`config.mk`:
```
export PLATFORM = sky130hd
export DESIGN_NAME = tga_rle_pixel_decoder_top
export DESIGN_NICKNAME = d
export VERILOG_FILES = /design/src/rtl/tgarle_pkg.sv /design/src/rtl/tgarle_core.sv /design/src/rtl/tga_rle_pixel_decoder_top.sv
export VERILOG_INCLUDE_DIRS = /design/src /design/src/rtl
export SDC_FILE = /design/constraint.sdc
export NUM_CORES = 1
export LEC_CHECK = 0
export ABC_AREA = 1
export BUFFER_PORTS_ARGS = -buffer_cell sky130_fd_sc_hd__buf_2
export CAP_MARGIN = 10
export CELL_PAD_IN_SITES_DETAIL_PLACEMENT = 0
export CELL_PAD_IN_SITES_GLOBAL_PLACEMENT = 1
export CORE_ASPECT_RATIO = 1.4
export CORE_MARGIN = 4
export CORE_UTILIZATION = 45
export DETAILED_ROUTE_END_ITERATION = 16
export PLACE_DENSITY_LB_ADDON = 0.1
export SYNTH_ARGS = -nofsm -noshare
export SYNTH_HDL_FRONTEND = slang
export SYNTH_SLANG_ARGS = --single-unit
```
`constraint.sdc`:
```
create_clock -name clk -period 7.2 [get_ports clk]
set_input_delay 1.44 -clock clk [delete_from_list [all_inputs] [get_ports clk]]
set_output_delay 1.44 -clock clk [all_outputs]
set_load 0.1 [all_outputs]
```
`src/rtl/tga_rle_pixel_decoder_top_assert.svh`:
```
// assertion macros for the tga rle pixel decoder
// all of them sample on clk and are held off while arst_n is low
`ifndef TGA_RLE_PIXEL_DECODER_TOP_ASSERT_SVH
`define TGA_RLE_PIXEL_DECODER_TOP_ASSERT_SVH

`ifndef SYNTH

// same-cycle implication
`define TGARLE_ASSERT_NOW(label, ante, cons) \
	label: assert property (@(posedge clk) disable iff (!arst_n) (ante) |-> (cons)) \
		else $error("tgarle check failed");

// next-cycle implication
`define TGARLE_ASSERT_NEXT(label, ante, cons) \
	label: assert property (@(posedge clk) disable iff (!arst_n) (ante) |=> (cons)) \
		else $error("tgarle check failed");

`else

`define TGARLE_ASSERT_NOW(label, ante, cons)
`define TGARLE_ASSERT_NEXT(label, ante, cons)

`endif

`endif

```
`src/rtl/tgarle_pkg.sv`:
```
`timescale 1ns / 1ps

package tgarle_pkg;

	// configuration register indexes
	localparam int CFG_IDX_W = 2;
	localparam logic [CFG_IDX_W-1:0] CFG_ALPHA_PRESENT = 2'd0;
	localparam logic [CFG_IDX_W-1:0] CFG_COMPRESSED    = 2'd1;
	localparam logic [CFG_IDX_W-1:0] CFG_IMAGE_WIDTH   = 2'd2;
	localparam logic [CFG_IDX_W-1:0] CFG_IMAGE_HEIGHT  = 2'd3;
	localparam int CFG_DATA_W = 16;

	// packet header and pixel constants
	localparam int HDR_RUN_BIT = 7;
	localparam logic [7:0] ALPHA_OPAQUE = 8'hff;

	// input item kinds
	localparam logic KIND_DATA  = 1'b0;
	localparam logic KIND_START = 1'b1;

	typedef struct packed {
		logic       kind;
		logic [7:0] data_byte;
	} in_item_t;

	typedef struct packed {
		logic [31:0] pixel_rgba;
		logic [7:0]  run_length;
		logic [31:0] first_index;
		logic        last;
		logic        overrun;
	} out_item_t;

	// settings the decode core works from
	typedef struct packed {
		logic        alpha_present;
		logic        compressed;
		logic [31:0] total_pixels;
	} dec_cfg_t;

	typedef struct packed {
		logic      valid;
		out_item_t item;
	} dec_res_t;

endpackage

```
`src/rtl/tgarle_core.sv`:
```
`timescale 1ns / 1ps

module tgarle_core import tgarle_pkg::*; (
	input  logic     clk,
	input  logic     arst_n,
	input  logic     step,
	input  in_item_t item_s1,
	input  dec_cfg_t cfg,
	output dec_res_t res
);

	logic        expect_header_q, expect_header_d;
	logic        packet_is_run_q, packet_is_run_d;
	logic [7:0]  pixels_left_q, pixels_left_d;
	logic [1:0]  byte_in_pixel_q, byte_in_pixel_d;
	logic [23:0] partial_q, partial_d;
	logic [31:0] pixels_done_q, pixels_done_d;
	logic        finished_q, finished_d;

	logic [31:0] remaining;
	logic        done_ge_total;
	logic        pixel_complete;
	logic [7:0]  run_n;
	logic [7:0]  left_dec;
	logic [7:0]  len;
	logic        ovr;
	logic [7:0]  red, alpha;
	logic [7:0]  b;

	assign b             = item_s1.data_byte;
	assign remaining     = cfg.total_pixels - pixels_done_q;
	assign done_ge_total = pixels_done_q >= cfg.total_pixels;

	always_comb begin
		expect_header_d = expect_header_q;
		packet_is_run_d = packet_is_run_q;
		pixels_left_d   = pixels_left_q;
		byte_in_pixel_d = byte_in_pixel_q;
		partial_d       = partial_q;
		pixels_done_d   = pixels_done_q;
		finished_d      = finished_q;
		pixel_complete  = (byte_in_pixel_q == 2'd3)
			|| (byte_in_pixel_q == 2'd2 && !cfg.alpha_present);
		red   = (byte_in_pixel_q == 2'd3) ? partial_q[23:16] : b;
		alpha = (byte_in_pixel_q == 2'd3) ? b : ALPHA_OPAQUE;
		run_n    = (pixels_left_q == 8'd0) ? 8'd1 : pixels_left_q;
		left_dec = (pixels_left_q == 8'd0) ? 8'd0 : pixels_left_q - 8'd1;
		len = 8'd1;
		ovr = 1'b0;
		res.valid = 1'b0;
		res.item.pixel_rgba  = {red, partial_q[15:8], partial_q[7:0], alpha};
		res.item.first_index = pixels_done_q;

		if (item_s1.kind == KIND_START) begin
			expect_header_d = 1'b1;
			packet_is_run_d = 1'b0;
			pixels_left_d   = 8'd0;
			byte_in_pixel_d = 2'd0;
			pixels_done_d   = 32'd0;
			finished_d      = 1'b0;
		end else if (finished_q || done_ge_total) begin
			// past the image end: byte dropped
		end else if (cfg.compressed && expect_header_q) begin
			packet_is_run_d = b[HDR_RUN_BIT];
			pixels_left_d   = {1'b0, b[HDR_RUN_BIT-1:0]} + 8'd1;
			expect_header_d = 1'b0;
		end else if (!pixel_complete) begin
			case (byte_in_pixel_q)
				2'd0:    partial_d[7:0]   = b;
				2'd1:    partial_d[15:8]  = b;
				default: partial_d[23:16] = b;
			endcase
			byte_in_pixel_d = byte_in_pixel_q + 2'd1;
		end else begin
			byte_in_pixel_d = 2'd0;
			res.valid = 1'b1;
			if (cfg.compressed && packet_is_run_q) begin
				if ({24'd0, run_n} > remaining) begin
					len = remaining[7:0];
					ovr = 1'b1;
				end else begin
					len = run_n;
				end
				expect_header_d = 1'b1;
				pixels_left_d   = 8'd0;
			end else if (cfg.compressed) begin
				ovr = (remaining == 32'd1) && (pixels_left_q > 8'd1);
				pixels_left_d = left_dec;
				if (left_dec == 8'd0) begin
					expect_header_d = 1'b1;
				end
			end
			pixels_done_d = pixels_done_q + {24'd0, len};
			// len never exceeds what is left, so the image ends exactly on equality
			finished_d = ({24'd0, len} == remaining);
		end

		res.item.run_length = len;
		res.item.last       = finished_d;
		res.item.overrun    = ovr;
	end

	always_ff @(posedge clk or negedge arst_n) begin
		if (!arst_n) begin
			expect_header_q <= 1'b1;
			packet_is_run_q <= 1'b0;
			pixels_left_q   <= 8'd0;
			byte_in_pixel_q <= 2'd0;
			pixels_done_q   <= 32'd0;
			finished_q      <= 1'b0;
		end else if (step) begin
			expect_header_q <= expect_header_d;
			packet_is_run_q <= packet_is_run_d;
			pixels_left_q   <= pixels_left_d;
			byte_in_pixel_q <= byte_in_pixel_d;
			pixels_done_q   <= pixels_done_d;
			finished_q      <= finished_d;
		end
	end

	// pixel bytes are always written before they are read
	always_ff @(posedge clk) begin
		if (step) begin
			partial_q <= partial_d;
		end
	end

endmodule

```
`src/rtl/tga_rle_pixel_decoder_top.sv`:
```
// tga rle pixel decoder: an accepted input item passes the input register, the decode core and the result register
// throughput one byte item per cycle while out_stall does not hold a result, set by the single decode stage
// the input register stalls only while a finished result is held by out_stall
// arst_n clears decode state, valid flags and the registers to alpha 0, compressed 1, 1x1
// the pixel count register is recomputed from the registered width and height, so it follows a register write
`timescale 1ns / 1ps

`include "tga_rle_pixel_decoder_top_assert.svh"

module tga_rle_pixel_decoder_top import tgarle_pkg::*; (
	input  logic                 clk,
	input  logic                 arst_n,
	// byte items in
	input  logic                 in_valid,
	output logic                 in_stall,
	input  in_item_t             in_item,
	// run items out
	output logic                 out_valid,
	input  logic                 out_stall,
	output out_item_t            out_item,
	// register writes
	input  logic                 cfg_valid,
	output logic                 cfg_ready,
	input  logic [CFG_IDX_W-1:0] cfg_index,
	input  logic [CFG_DATA_W-1:0] cfg_data
);

	// configuration registers
	logic        alpha_present_q;
	logic        compressed_q;
	logic [15:0] image_width_q;
	logic [15:0] image_height_q;
	// width times height, registered so the multiplier path ends at a register of its own
	logic [31:0] total_q;

	// input stage
	logic     s1_valid;
	in_item_t item_s1;
	logic     advance;

	// output register
	logic      out_valid_q;
	out_item_t out_item_q;

	dec_cfg_t dec_cfg;
	dec_res_t dec_res;

	assign cfg_ready = 1'b1;

	always_ff @(posedge clk or negedge arst_n) begin
		if (!arst_n) begin
			alpha_present_q <= 1'b0;
			compressed_q    <= 1'b1;
			image_width_q   <= 16'd1;
			image_height_q  <= 16'd1;
		end else if (cfg_valid && cfg_ready) begin
			unique case (cfg_index)
				CFG_ALPHA_PRESENT: alpha_present_q <= cfg_data[0];
				CFG_COMPRESSED:    compressed_q    <= cfg_data[0];
				CFG_IMAGE_WIDTH:   image_width_q   <= cfg_data;
				CFG_IMAGE_HEIGHT:  image_height_q  <= cfg_data;
				default: ;
			endcase
		end
	end

	always_ff @(posedge clk or negedge arst_n) begin
		if (!arst_n) begin
			total_q <= 32'd1;
		end else begin
			total_q <= {16'd0, image_width_q} * {16'd0, image_height_q};
		end
	end

	// the decode stage moves on whenever the output register is free or being emptied
	assign advance  = s1_valid && (!out_valid_q || !out_stall);
	assign in_stall = s1_valid && !advance;

	always_ff @(posedge clk or negedge arst_n) begin
		if (!arst_n) begin
			s1_valid <= 1'b0;
		end else if (in_valid && !in_stall) begin
			s1_valid <= 1'b1;
		end else if (advance) begin
			s1_valid <= 1'b0;
		end
	end

	always_ff @(posedge clk) begin
		if (in_valid && !in_stall) begin
			item_s1 <= in_item;
		end
	end

	assign dec_cfg.alpha_present = alpha_present_q;
	assign dec_cfg.compressed    = compressed_q;
	assign dec_cfg.total_pixels  = total_q;

	// packet parsing, pixel assembly and run clipping
	tgarle_core u_core (
		.clk     (clk),
		.arst_n  (arst_n),
		.step    (advance),
		.item_s1 (item_s1),
		.cfg     (dec_cfg),
		.res     (dec_res)
	);

	// result register: a byte that gives no result simply empties it
	always_ff @(posedge clk or negedge arst_n) begin
		if (!arst_n) begin
			out_valid_q <= 1'b0;
		end else if (advance) begin
			out_valid_q <= dec_res.valid;
		end else if (out_valid_q && !out_stall) begin
			out_valid_q <= 1'b0;
		end
	end

	always_ff @(posedge clk) begin
		if (advance && dec_res.valid) begin
			out_item_q <= dec_res.item;
		end
	end

	assign out_valid = out_valid_q;
	assign out_item  = out_item_q;

	// a clipped run always ends the image
	`TGARLE_ASSERT_NOW(a_overrun_is_last, out_valid && out_item.overrun, out_item.last)
	// a run never covers zero pixels nor more than one packet
	`TGARLE_ASSERT_NOW(a_run_len_range, out_valid,
		out_item.run_length != 8'd0 && out_item.run_length <= 8'd128)
	// the input side only stalls behind a held result
	`TGARLE_ASSERT_NOW(a_stall_cause, in_stall, s1_valid && out_valid_q && out_stall)
	// a start item never produces a result
	`TGARLE_ASSERT_NEXT(a_start_silent, advance && item_s1.kind == KIND_START, !out_valid_q)

endmodule
```
# --- Word level (Yosys, flattened, before mapping) ---
# Index checks and enable logic that the tools add are counted.
totals:
  register_bits: 220
  latchBits: 0
  mem_bits_rw: 0
  mem_bits_ro: 0
  mem_count: 0
op_classes:
  addsub: 5
  mul: 1
  div: 0
  magnitude_cmp: 3
  eq_ne: 10
  shifts: 0
  muxes: 48
  n_bitwise: 5
  reduce_logical: 42
op_table:
  columns: ["cell", "count"]
  rows:
  - ["$mux W32", 4]
  - ["$mux W8", 15]
  - ["$add A32 B8 Y32", 1]
  - ["$eq A32 B1 Y1 const B", 1]
  - ["$eq A8 B32 Y1", 1]
  - ["$ge A32 B32 Y1", 1]
  - ["$gt A8 B32 Y1", 1]
  - ["$mul A16 B16 Y32", 1]
  - ["$sub A32 B32 Y32", 1]
  - ["$mux W1", 25]
  - ["$reduce_and A6 Y1", 3]
  - ["$logic_not A8 Y1", 2]
  - ["$logic_and A1 B1 Y1", 9]
  - ["$add A7 B1 Y8 const B", 1]
  - ["$eq A2 B2 Y1 const B", 4]
  - ["$gt A8 B1 Y1 const B", 1]
  - ["$mux W2", 4]
  - ["$reduce_and A2 Y1", 4]
  - ["$reduce_and A4 Y1", 2]
  - ["$reduce_bool A2 Y1", 4]
  - ["$reduce_bool A4 Y1", 2]
  - ["$sub A8 B1 Y8 const B", 1]
  - ["$reduce_and A3 Y1", 2]
  - ["$logic_not A1 Y1", 5]
  - ["10 further kinds", 19]

# --- Logic depth before layout (Yosys ltp) ---
# Gate-level depths: netlist (run 1).
depth:
  depth_word: 14
  depth_mapped: 35
  mapped_depth_nobuf: 35

# --- Modules after synthesis ---
# A second synthesis (run 1) with hierarchy kept.
unflattened:
  cells_unflattened: 2918
  hier_area_um2: 21993.6
by_module_without_submodules:
  columns: ["mod", "instances", "cells_per_inst", "area_each_um2", "seq_area_each_um2"]
  rows:
  - ["tga_rle_pixel_decoder_top", 1, 1636, 14189.9, 4199.0]
  - ["tgarle_core", 1, 1282, 7803.7, 1848.0]

# --- Worst setup path before layout (run 1) ---
# Ideal clock, no wire load.
synth_timing:
  kind: "flip-flop to flip-flop"
  start: "register image_height_q[1]"
  end: "register total_q[29]"
  setup_ns: 0.131
  arrival_ns: 5.908
  required_time_ns: 7.069
  slack_ns: 1.162
  path_stages_with_launch: 25
  period_less_slack_ns: 6.038
  cell_sequence: "dfrtp_1 > clkbuf_1 > clkbuf_1 > nand2_1 > fa_1 > inv_1 > fa_1 > inv_1 > fa_1 > inv_1 > fa_1 > fa_1 > inv_1 > fa_1 > inv_1 > ha_1 > a21oi_1 > o21ai_0 > a21oi_1 > o21ai_1 > a21boi_0 > o21ai_0 > a21boi_0 > o21ai_0 > xor2_1"
synth_between:
  elab_chain_len: 1
synth_lines:
  columns: ["item", "line", "source"]
  rows:
  - ["from (decl)", "tga_rle_pixel_decoder_top.sv:32", "logic [15:0] image_height_q;"]
  - ["from (signal assigned)", "tga_rle_pixel_decoder_top.sv:61", "CFG_IMAGE_HEIGHT: image_height_q <= cfg_data;"]
  - ["$mul A16 B16 Y32", "tga_rle_pixel_decoder_top.sv:71", "total_q <= {16'd0, image_width_q} * {16'd0, image_height_q};"]
  - ["to (signal assigned)", "tga_rle_pixel_decoder_top.sv:71", null]
  - ["to (decl)", "tga_rle_pixel_decoder_top.sv:34", "logic [31:0] total_q;"]
# Every way passes these cells.
# A chain may end at the register's enable or synchronous reset.

# --- Worst setup path after layout (run 1) ---
layout_timing:
  start: "register image_width_q[9]"
  end: "register total_q[29]"
layout_between:
  elab_chain_len: 1
layout_lines:
  columns: ["item", "line", "source"]
  rows:
  - ["from (decl)", "tga_rle_pixel_decoder_top.sv:31", "logic [15:0] image_width_q;"]
  - ["from (signal assigned)", "tga_rle_pixel_decoder_top.sv:60", "CFG_IMAGE_WIDTH: image_width_q <= cfg_data;"]
  - ["$mul A16 B16 Y32", "tga_rle_pixel_decoder_top.sv:71", null]
# Every way passes these cells.

==> flow_metrics.env, run 1 <==
export IMPL_status="finished clean"
export IMPL_reg2reg_from="image_width_q[9]$_DFFE_PN0P_"
export IMPL_grt_pass1_wl_um=87100
export IMPL_worstSetupEndpointType="flip-flop"
export IMPL_ys_seq_elements=220
export IMPL_ioPinCount=109
export IMPL_ant_nets=0
export IMPL_holdPathEnd="out_item[59]$_DFFE_PP_"
export IMPL_ys_seq_area_share_pct=29.4
export IMPL_drtIter0Drc=799
export IMPL_area_growth_pct=9.41
export IMPL_initial_utilization_pct=45.7
export IMPL_routedWlPerCell_um=16.2
export IMPL_clock_sinks=220
export IMPL_die_y_um=261
export IMPL_ctsHtreeMaxLevel=1
export IMPL_fin_crit_sh_pct=92.2
export IMPL_first_pass_iters=6
export IMPL_fmax_mhz=151
export IMPL_setup_viol_count_final=0
export IMPL_hold_path_startpoint="u_core.partial_q[9]$_DFFE_PP_"
export IMPL_insertedDiodeCount=0
export IMPL_num_rows=92
export IMPL_gr_total_overflow=0
export IMPL_core_area_um2=45100
export IMPL_via_count=16000
export IMPL_gp_congestion=0.866
export IMPL_r2r_cells=22
export IMPL_synth_top_cells_by_area="fa_1, edfxtp_1, dfrtp_1, nand2_1, inv_1"
export IMPL_fin_tns_setup_ns=0
export IMPL_synth_area_um2=20600
export IMPL_cts_setup_buffers=0
export IMPL_grt_antenna_before_repair=0
export IMPL_hold_viol=0
export IMPL_hold_path_depth=0
export IMPL_syn_nets=2973
export IMPL_fin_cells=3282
export IMPL_cts_resized=0
export IMPL_power_static_leakage_nw=12.1
export IMPL_die_w_um=189
export IMPL_cts_hold_buf=0
export IMPL_start_kind="flip-flop"
export IMPL_fin_crit_ns=6.64
export IMPL_fin_skew_ns=0.0109
export IMPL_tightest_slew_ns=1.09
export IMPL_slew_headroom_pct=27.4
export IMPL_clk_latency_ns=0.55
export IMPL_synth_top_area_share_pct=19.0
export IMPL_synth_cell_type_count=52
export IMPL_hold_path_class="reg -> reg"
export IMPL_cts_tree="built"
export IMPL_r2r_end="total_q[29]$_DFF_PN0_"
export IMPL_dp_cells=3240
export IMPL_dp_hpwl_um=43700
export IMPL_cp_max_fo=17
export IMPL_clk_path_buf_depth=3
export IMPL_cp_arrival_ns=7.06
export IMPL_irDropWorstVdd_uv=273
export IMPL_crit_type="reg -> reg"
export IMPL_port_buffers=107
export IMPL_nNetsFinal=3042
export IMPL_yosysTopAreaCell="fa_1"
export IMPL_die_area_um2=49300
export IMPL_layout_drive_gt1_share_pct=8.50
export IMPL_syn_inst=2585
export IMPL_cts_buffers=23
export IMPL_syn_avg_cell_area_um2=7.97
export IMPL_path_clk_slew_ns=0.07
export IMPL_groute_usage_overall_pct=22.1
export IMPL_viasPerCell=4.87
export IMPL_grt_max_degree=64
export IMPL_wirelength_um=53000
export IMPL_r2r_slack_ns=0.56
export IMPL_drc=0
export IMPL_required_ns=7.62
export IMPL_power_density_nw_per_um2=471
export IMPL_rsz0062_at_grt="no"
export IMPL_yosysWarnings=0
export IMPL_drv_cap=0
export IMPL_grt_pass1_vias=16700
export IMPL_cts_root_buf="clkbuf_16"
export IMPL_slew_violations=0
## cell families after synthesis
kind of cell,after synthesis,share of synthesized area [%]
xor+xnor,53,2.25
flops,220,29.4
buf+inv,724,13.3
simple gates,1006,20.3
fa+ha+maj,356,28.8
mux,1,0.0547
compound gates,224,5.93
other cells,1,0.0182
## layout by cell type (no fill, tap or decap), types with 23 or more instances in the layout
master	Yosys	routed
fa_1	196	196
nand4_1	31	31
buf_2	3	106
inv_1	625	625
buf_4	1	28
a21oi_1	89	89
o21ai_0	90	90
dfrtp_1	108	108
nor2_1	122	121
clkbuf_16	0	23
ha_1	160	160
nand3_1	64	64
edfxtp_1	107	107
nor3_1	28	28
xor2_1	39	39
nand2_1	704	704
## critical path, stage by stage (launching register included)
cell	delay (ns)
dfrtp_1	0.82
nand2_1	0.16
fa_1	0.54
inv_1	0.05
fa_1	0.48
inv_1	0.05
fa_1	0.49
inv_1	0.05
fa_1	0.49
fa_1	0.49
inv_1	0.05
fa_1	0.48
inv_1	0.04
ha_1	0.32
a21oi_1	0.16
o21ai_0	0.10
a21oi_1	0.42
o21ai_1	0.16
a21boi_0	0.33
o21ai_0	0.19
a21boi_0	0.31
o21ai_0	0.15
xor2_1	0.16
## registers in the layout (all words and copies together) (netlist names)
| signal | count |
|---|---|
| compressed_q | 1 |
| alpha_present_q | 1 |
| u_core.partial_q | 24 |
| u_core.finished_q | 1 |
| s1_valid | 1 |
| image_width_q | 16 |
| item_s1 | 9 |
| image_height_q | 16 |
| u_core.byte_in_pixel_q | 2 |
| u_core.expect_header_q | 1 |
| total_q | 32 |
| out_valid | 1 |
| out_item | 74 |
| u_core.pixels_done_q | 32 |
| u_core.pixels_left_q | 8 |
| u_core.packet_is_run_q | 1 |
## layer usage
layer | part of all wire, % | track usage [%] | wire length, um
met5 | 0 | 0 | 0
met1 | 41 | 26.3 | 21600
met2 | 52 | 42.0 | 27700
met4 | 3.3 | 7.09 | 1770
met3 | 3.7 | 2.08 | 1940
## area by class of cell
class	instances	area [um^2]
multi-input combinational	1641	11800
clock inverter	18	206
tap	611	764
timing repair buffer	134	741
fill	4519	22600
sequential	220	6050
clock buffer	24	579
inverter	634	2380
## synthesized netlist by cell type (all sizes together)
cell type / n
nand2: 719
inv: 632
fa: 196
ha: 160
nor2: 135
dfrtp: 108
edfxtp: 107
o21ai: 95
a21oi: 89
clkbuf: 84
nand3: 69
xor2: 39
nor3: 33
nand4: 32
xnor2: 14
o31ai: 8
and2: 7
nor4: 7
buf: 6
dfstp: 5
o211ai: 5
a21boi: 4
a31oi: 4
a21o: 3
o21a: 3
o21bai: 3
o32ai: 3
clkinv: 2
nand3b: 2
o22ai: 2
o41ai: 2
a221oi: 1
a22oi: 1
and3: 1
conb: 1
mux2: 1
nor3b: 1
o2111ai: 1
## per-stage QoR
stage | area [um^2] | power, W | utilization (%) | hold slack (ns) | setup slack, ns
after floorplan | 20600 | 0.00757 | - | 0.400 | 1.16
after global placement | 21800 | 0.00935 | 48.2 | 0.404 | 0.604
after detailed placement | 21800 | 0.00944 | 48.2 | 0.405 | 0.564
after CTS | 22500 | 0.0107 | 50.0 | 0.421 | 0.531
after global routing | 22500 | 0.0120 | 50.0 | 0.429 | 0.0467
final | 22500 | 0.0106 | 50.0 | 0.420 | 0.561
## how the worst max path moves through the flow
stage,startpoint,endpoint,slack (ns),cells past startpoint
floorplan,image_height_q[1]$_DFFE_PN0P_,total_q[29]$_DFF_PN0_,1.16,24
global placement,image_width_q[9]$_DFFE_PN0P_,total_q[29]$_DFF_PN0_,0.60,22
detailed placement,image_width_q[9]$_DFFE_PN0P_,total_q[29]$_DFF_PN0_,0.56,20
CTS,image_width_q[9]$_DFFE_PN0P_,total_q[29]$_DFF_PN0_,0.53,20
global route,image_width_q[9]$_DFFE_PN0P_,total_q[29]$_DFF_PN0_,0.05,20
finish,image_width_q[9]$_DFFE_PN0P_,total_q[29]$_DFF_PN0_,0.56,22
## power by group
| part | internal (W) | switching, W | leakage, nW |
|---|---|---|---|
| Clock | 0.000682 | 0.000558 | 0.376 |
| Combinational | 0.00274 | 0.00477 | 9.28 |
| Sequential | 0.00160 | 0.000251 | 2.44 |
Power figures use the tool's default switching activity.
==> inputs of run 2 (changes only) <==
--- a/config.mk
+++ b/config.mk
@@ -9,13 +9,11 @@
 export ABC_AREA = 1
 export BUFFER_PORTS_ARGS = -buffer_cell sky130_fd_sc_hd__buf_2
 export CAP_MARGIN = 10
-export CELL_PAD_IN_SITES_DETAIL_PLACEMENT = 0
-export CELL_PAD_IN_SITES_GLOBAL_PLACEMENT = 1
 export CORE_ASPECT_RATIO = 1.4
 export CORE_MARGIN = 4
-export CORE_UTILIZATION = 45
+export CORE_UTILIZATION = 35
 export DETAILED_ROUTE_END_ITERATION = 16
-export PLACE_DENSITY_LB_ADDON = 0.1
+export SKIP_LAST_GASP = 1
 export SYNTH_ARGS = -nofsm -noshare
 export SYNTH_HDL_FRONTEND = slang
 export SYNTH_SLANG_ARGS = --single-unit
==> run 2 against run 1 <==
Die area rose by 27%. Clock power barely moved. Highest routed layer unchanged. Sequential cell count did not move. Sequential share of layout area fell by 0.17 points.
==> flow_metrics.env, run 2 (synthesis gave the netlist of run 1 again) <==
export IMPL_port_buffers=107
export IMPL_hold_path_depth=0
export IMPL_path_clk_slew_ns=0.06
export IMPL_hold_viol=0
export IMPL_drv_cap=0
export IMPL_gp_congestion=0.875
export IMPL_wl_met2_um=27900
export IMPL_finalPower_w=0.0105
export IMPL_wirelength_um=52800
export IMPL_drc=0
export IMPL_die_area_um2=62900
export IMPL_num_rows=105
export IMPL_worstSetupEndpointType="flip-flop"
export IMPL_dp_slack_ns=0.729
export IMPL_setup_viol_count_final=0
export IMPL_p_switching_w=0.00542
export IMPL_pwr_share_seq_pct=17.6
export IMPL_groute_usage_overall_pct=17.2
export IMPL_cp_max_fo=17
export IMPL_mostFrequentLayoutCells="nand2_1, inv_1, fa_1"
export IMPL_required_ns=7.62
export IMPL_combPwrFrac_pct=70.5
export IMPL_topRoutingLayerUsed="met4"
export IMPL_status="finished clean"
export IMPL_grt_pass1_wl_um=86400
export IMPL_wl_met1_um=21100
export IMPL_area_growth_pct=10.1
export IMPL_dp_cells=3372
export IMPL_fin_crit_sh_pct=89.8
export IMPL_ioPinCount=109
export IMPL_cp_cell_sequence="nand2_1, fa_1, fa_1, fa_1, inv_1, fa_1, fa_1, inv_1, fa_1, inv_1, ha_1, a21oi_1, o21ai_0, a21oi_1, o21ai_1, a21boi_0, o21ai_0, a21boi_0, o21ai_0, xor2_1"
export IMPL_cts_root_buf="clkbuf_16"
export IMPL_p_int_w=0.00508
export IMPL_viasPerCell=4.66
export IMPL_clk_path_buf_depth=3
export IMPL_clk_latency_ns=0.55
export IMPL_layout_commonest_cell="nand2_1"
export IMPL_fin_util_pct=38.8
export IMPL_nNetsFinal=3038
export IMPL_fin_cells=3417
export IMPL_regMostFlops="out_item"
export IMPL_r2r_cells=20
export IMPL_tightest_slew_ns=1.07
export IMPL_fill_cells=6020
export IMPL_fmax_mhz=155
export IMPL_slew_headroom_pct=28.2
export IMPL_power_static_leakage_nw=12.1
export IMPL_routedWlPerCell_um=15.5
export IMPL_start_kind="flip-flop"
export IMPL_grt_pass1_vias=16600
export IMPL_fin_skew_ns=0.0107
export IMPL_first_pass_iters=5
export IMPL_fin_ws_ns=0.737
export IMPL_grt_antenna_before_repair=0
export IMPL_cts_buffers=25
export IMPL_die_w_um=213
export IMPL_initial_utilization_pct=35.2
export IMPL_layout_drive_gt1_share_pct=8.25
export IMPL_fin_tns_setup_ns=0
export IMPL_reg_top3="out_item x74, total_q x32, u_core.pixels_done_q x32"
export IMPL_fin_crit_ns=6.46
export IMPL_via_count=15900
export IMPL_slew_violations=0
export IMPL_irDropWorstVdd_uv=328
export IMPL_cp_arrival_ns=6.88
export IMPL_cts_setup_buffers=0
export IMPL_dp_hpwl_um=43600
export IMPL_gr_total_overflow=0
export IMPL_cts_hold_buf=0
export IMPL_insertedDiodeCount=0
export IMPL_clkPwrFrac_pct=11.9
export IMPL_ctsHtreeMaxLevel=1
export IMPL_route_met3_wl_um=2140
export IMPL_seq_area_um2=6050
export IMPL_crit_top_cell="fa_1"
export IMPL_crit_type="reg -> reg"
export IMPL_crit_slowest_cell="dfrtp_1"
export IMPL_grt_max_degree=68
export IMPL_multiInputGateArea_um2=11800
export IMPL_cpPeakStageDelay_ns=0.76
export IMPL_rsz0062_at_grt="no"
export IMPL_clock_sinks=220
export IMPL_ant_nets=0
export IMPL_drtIter0Drc=844
export IMPL_largest_reg_flops=74
export IMPL_cts_resized=0
export IMPL_switching_share_pct=51.6
export IMPL_cts_tree="built"
export IMPL_die_y_um=295
export IMPL_hold_path_class="reg -> reg"
export IMPL_power_density_nw_per_um2=463
export IMPL_core_area_um2=58500
[run 2: cell types whose count changed in the layout (fill, tap and decap cells not counted), moves of 2 or more]
cell / before / now
buf_4: 28 / 22
inv_8: 2 / 0
clkbuf_16: 23 / 25
inv_6: 4 / 0
clkbuf_1: 1 / 6
clkinvlp_4: 3 / 5
[run 2: metal layers]
layer / GRT usage, % / up-vias
li1: - / 7943
met1: 19.9 / 7533
met2: 33.0 / 357
met3: 1.77 / 91
met4: 5.42 / 0
met5: 0 / -
[run 2: path summary, 6_finish.rpt]
path	start	end	slack, ns
worst min register to register	u_core.partial_q[3]$_DFFE_PP_	out_item[53]$_DFFE_PP_	0.42
worst max register to register	image_width_q[11]$_DFFE_PN0P_	total_q[29]$_DFF_PN0_	0.74
max in group asynchronous	arst_n	u_core.pixels_done_q[31]$_DFFE_PN0P_	4.93
worst min-delay path	u_core.partial_q[3]$_DFFE_PP_	out_item[53]$_DFFE_PP_	0.42
worst max-delay path	image_width_q[11]$_DFFE_PN0P_	total_q[29]$_DFF_PN0_	0.74
min in group asynchronous	arst_n	image_width_q[2]$_DFFE_PN0P_	1.02
[run 2: critical path: cells and delay by family (launching register included)]
| kind | cells | cell delay (ns) |
|---|---|---|
| flip-flops | 1 | 0.76 |
| adder cells (fa/ha/maj) | 7 | 3.36 |
| buffers and inverters | 3 | 0.15 |
| XOR/XNOR | 1 | 0.15 |
| AND/OR/NAND/NOR | 1 | 0.17 |
| AO/OA/AOI/OAI | 8 | 1.75 |
[run 2: layout make-up]
type                            count  share of cell area, %
Multi-Input combinational cell   1641                   52.1
Sequential cell                   220                   26.7
Timing Repair Buffer              128                   3.07
Inverter                          634                   10.5
Clock inverter                     13                  0.607
Tap cell                          749                   4.13
Clock buffer                       32                   2.92
[run 2: power groups by stage]
stage / clock [W] / combinational (W) / sequential, W
2_1_floorplan: 0 / 0.00579 / 0.00178
3_3_place_gp: 0 / 0.00736 / 0.00187
3_5_place_dp: 0 / 0.00741 / 0.00187
4_1_cts: 0.00129 / 0.00747 / 0.00185
5_1_grt: 0.00134 / 0.00862 / 0.00188
6_report: 0.00125 / 0.00740 / 0.00185
[run 2: per-stage QoR]
| step | hold WS (ns) | instance area [um^2] |
|---|---|---|
| global placement | 0.401 | 21900 |
| CTS | 0.419 | 22700 |
| finish | 0.416 | 22700 |
| floorplan | 0.400 | 20600 |
| global route | 0.418 | 22700 |
| detailed placement | 0.405 | 21900 |
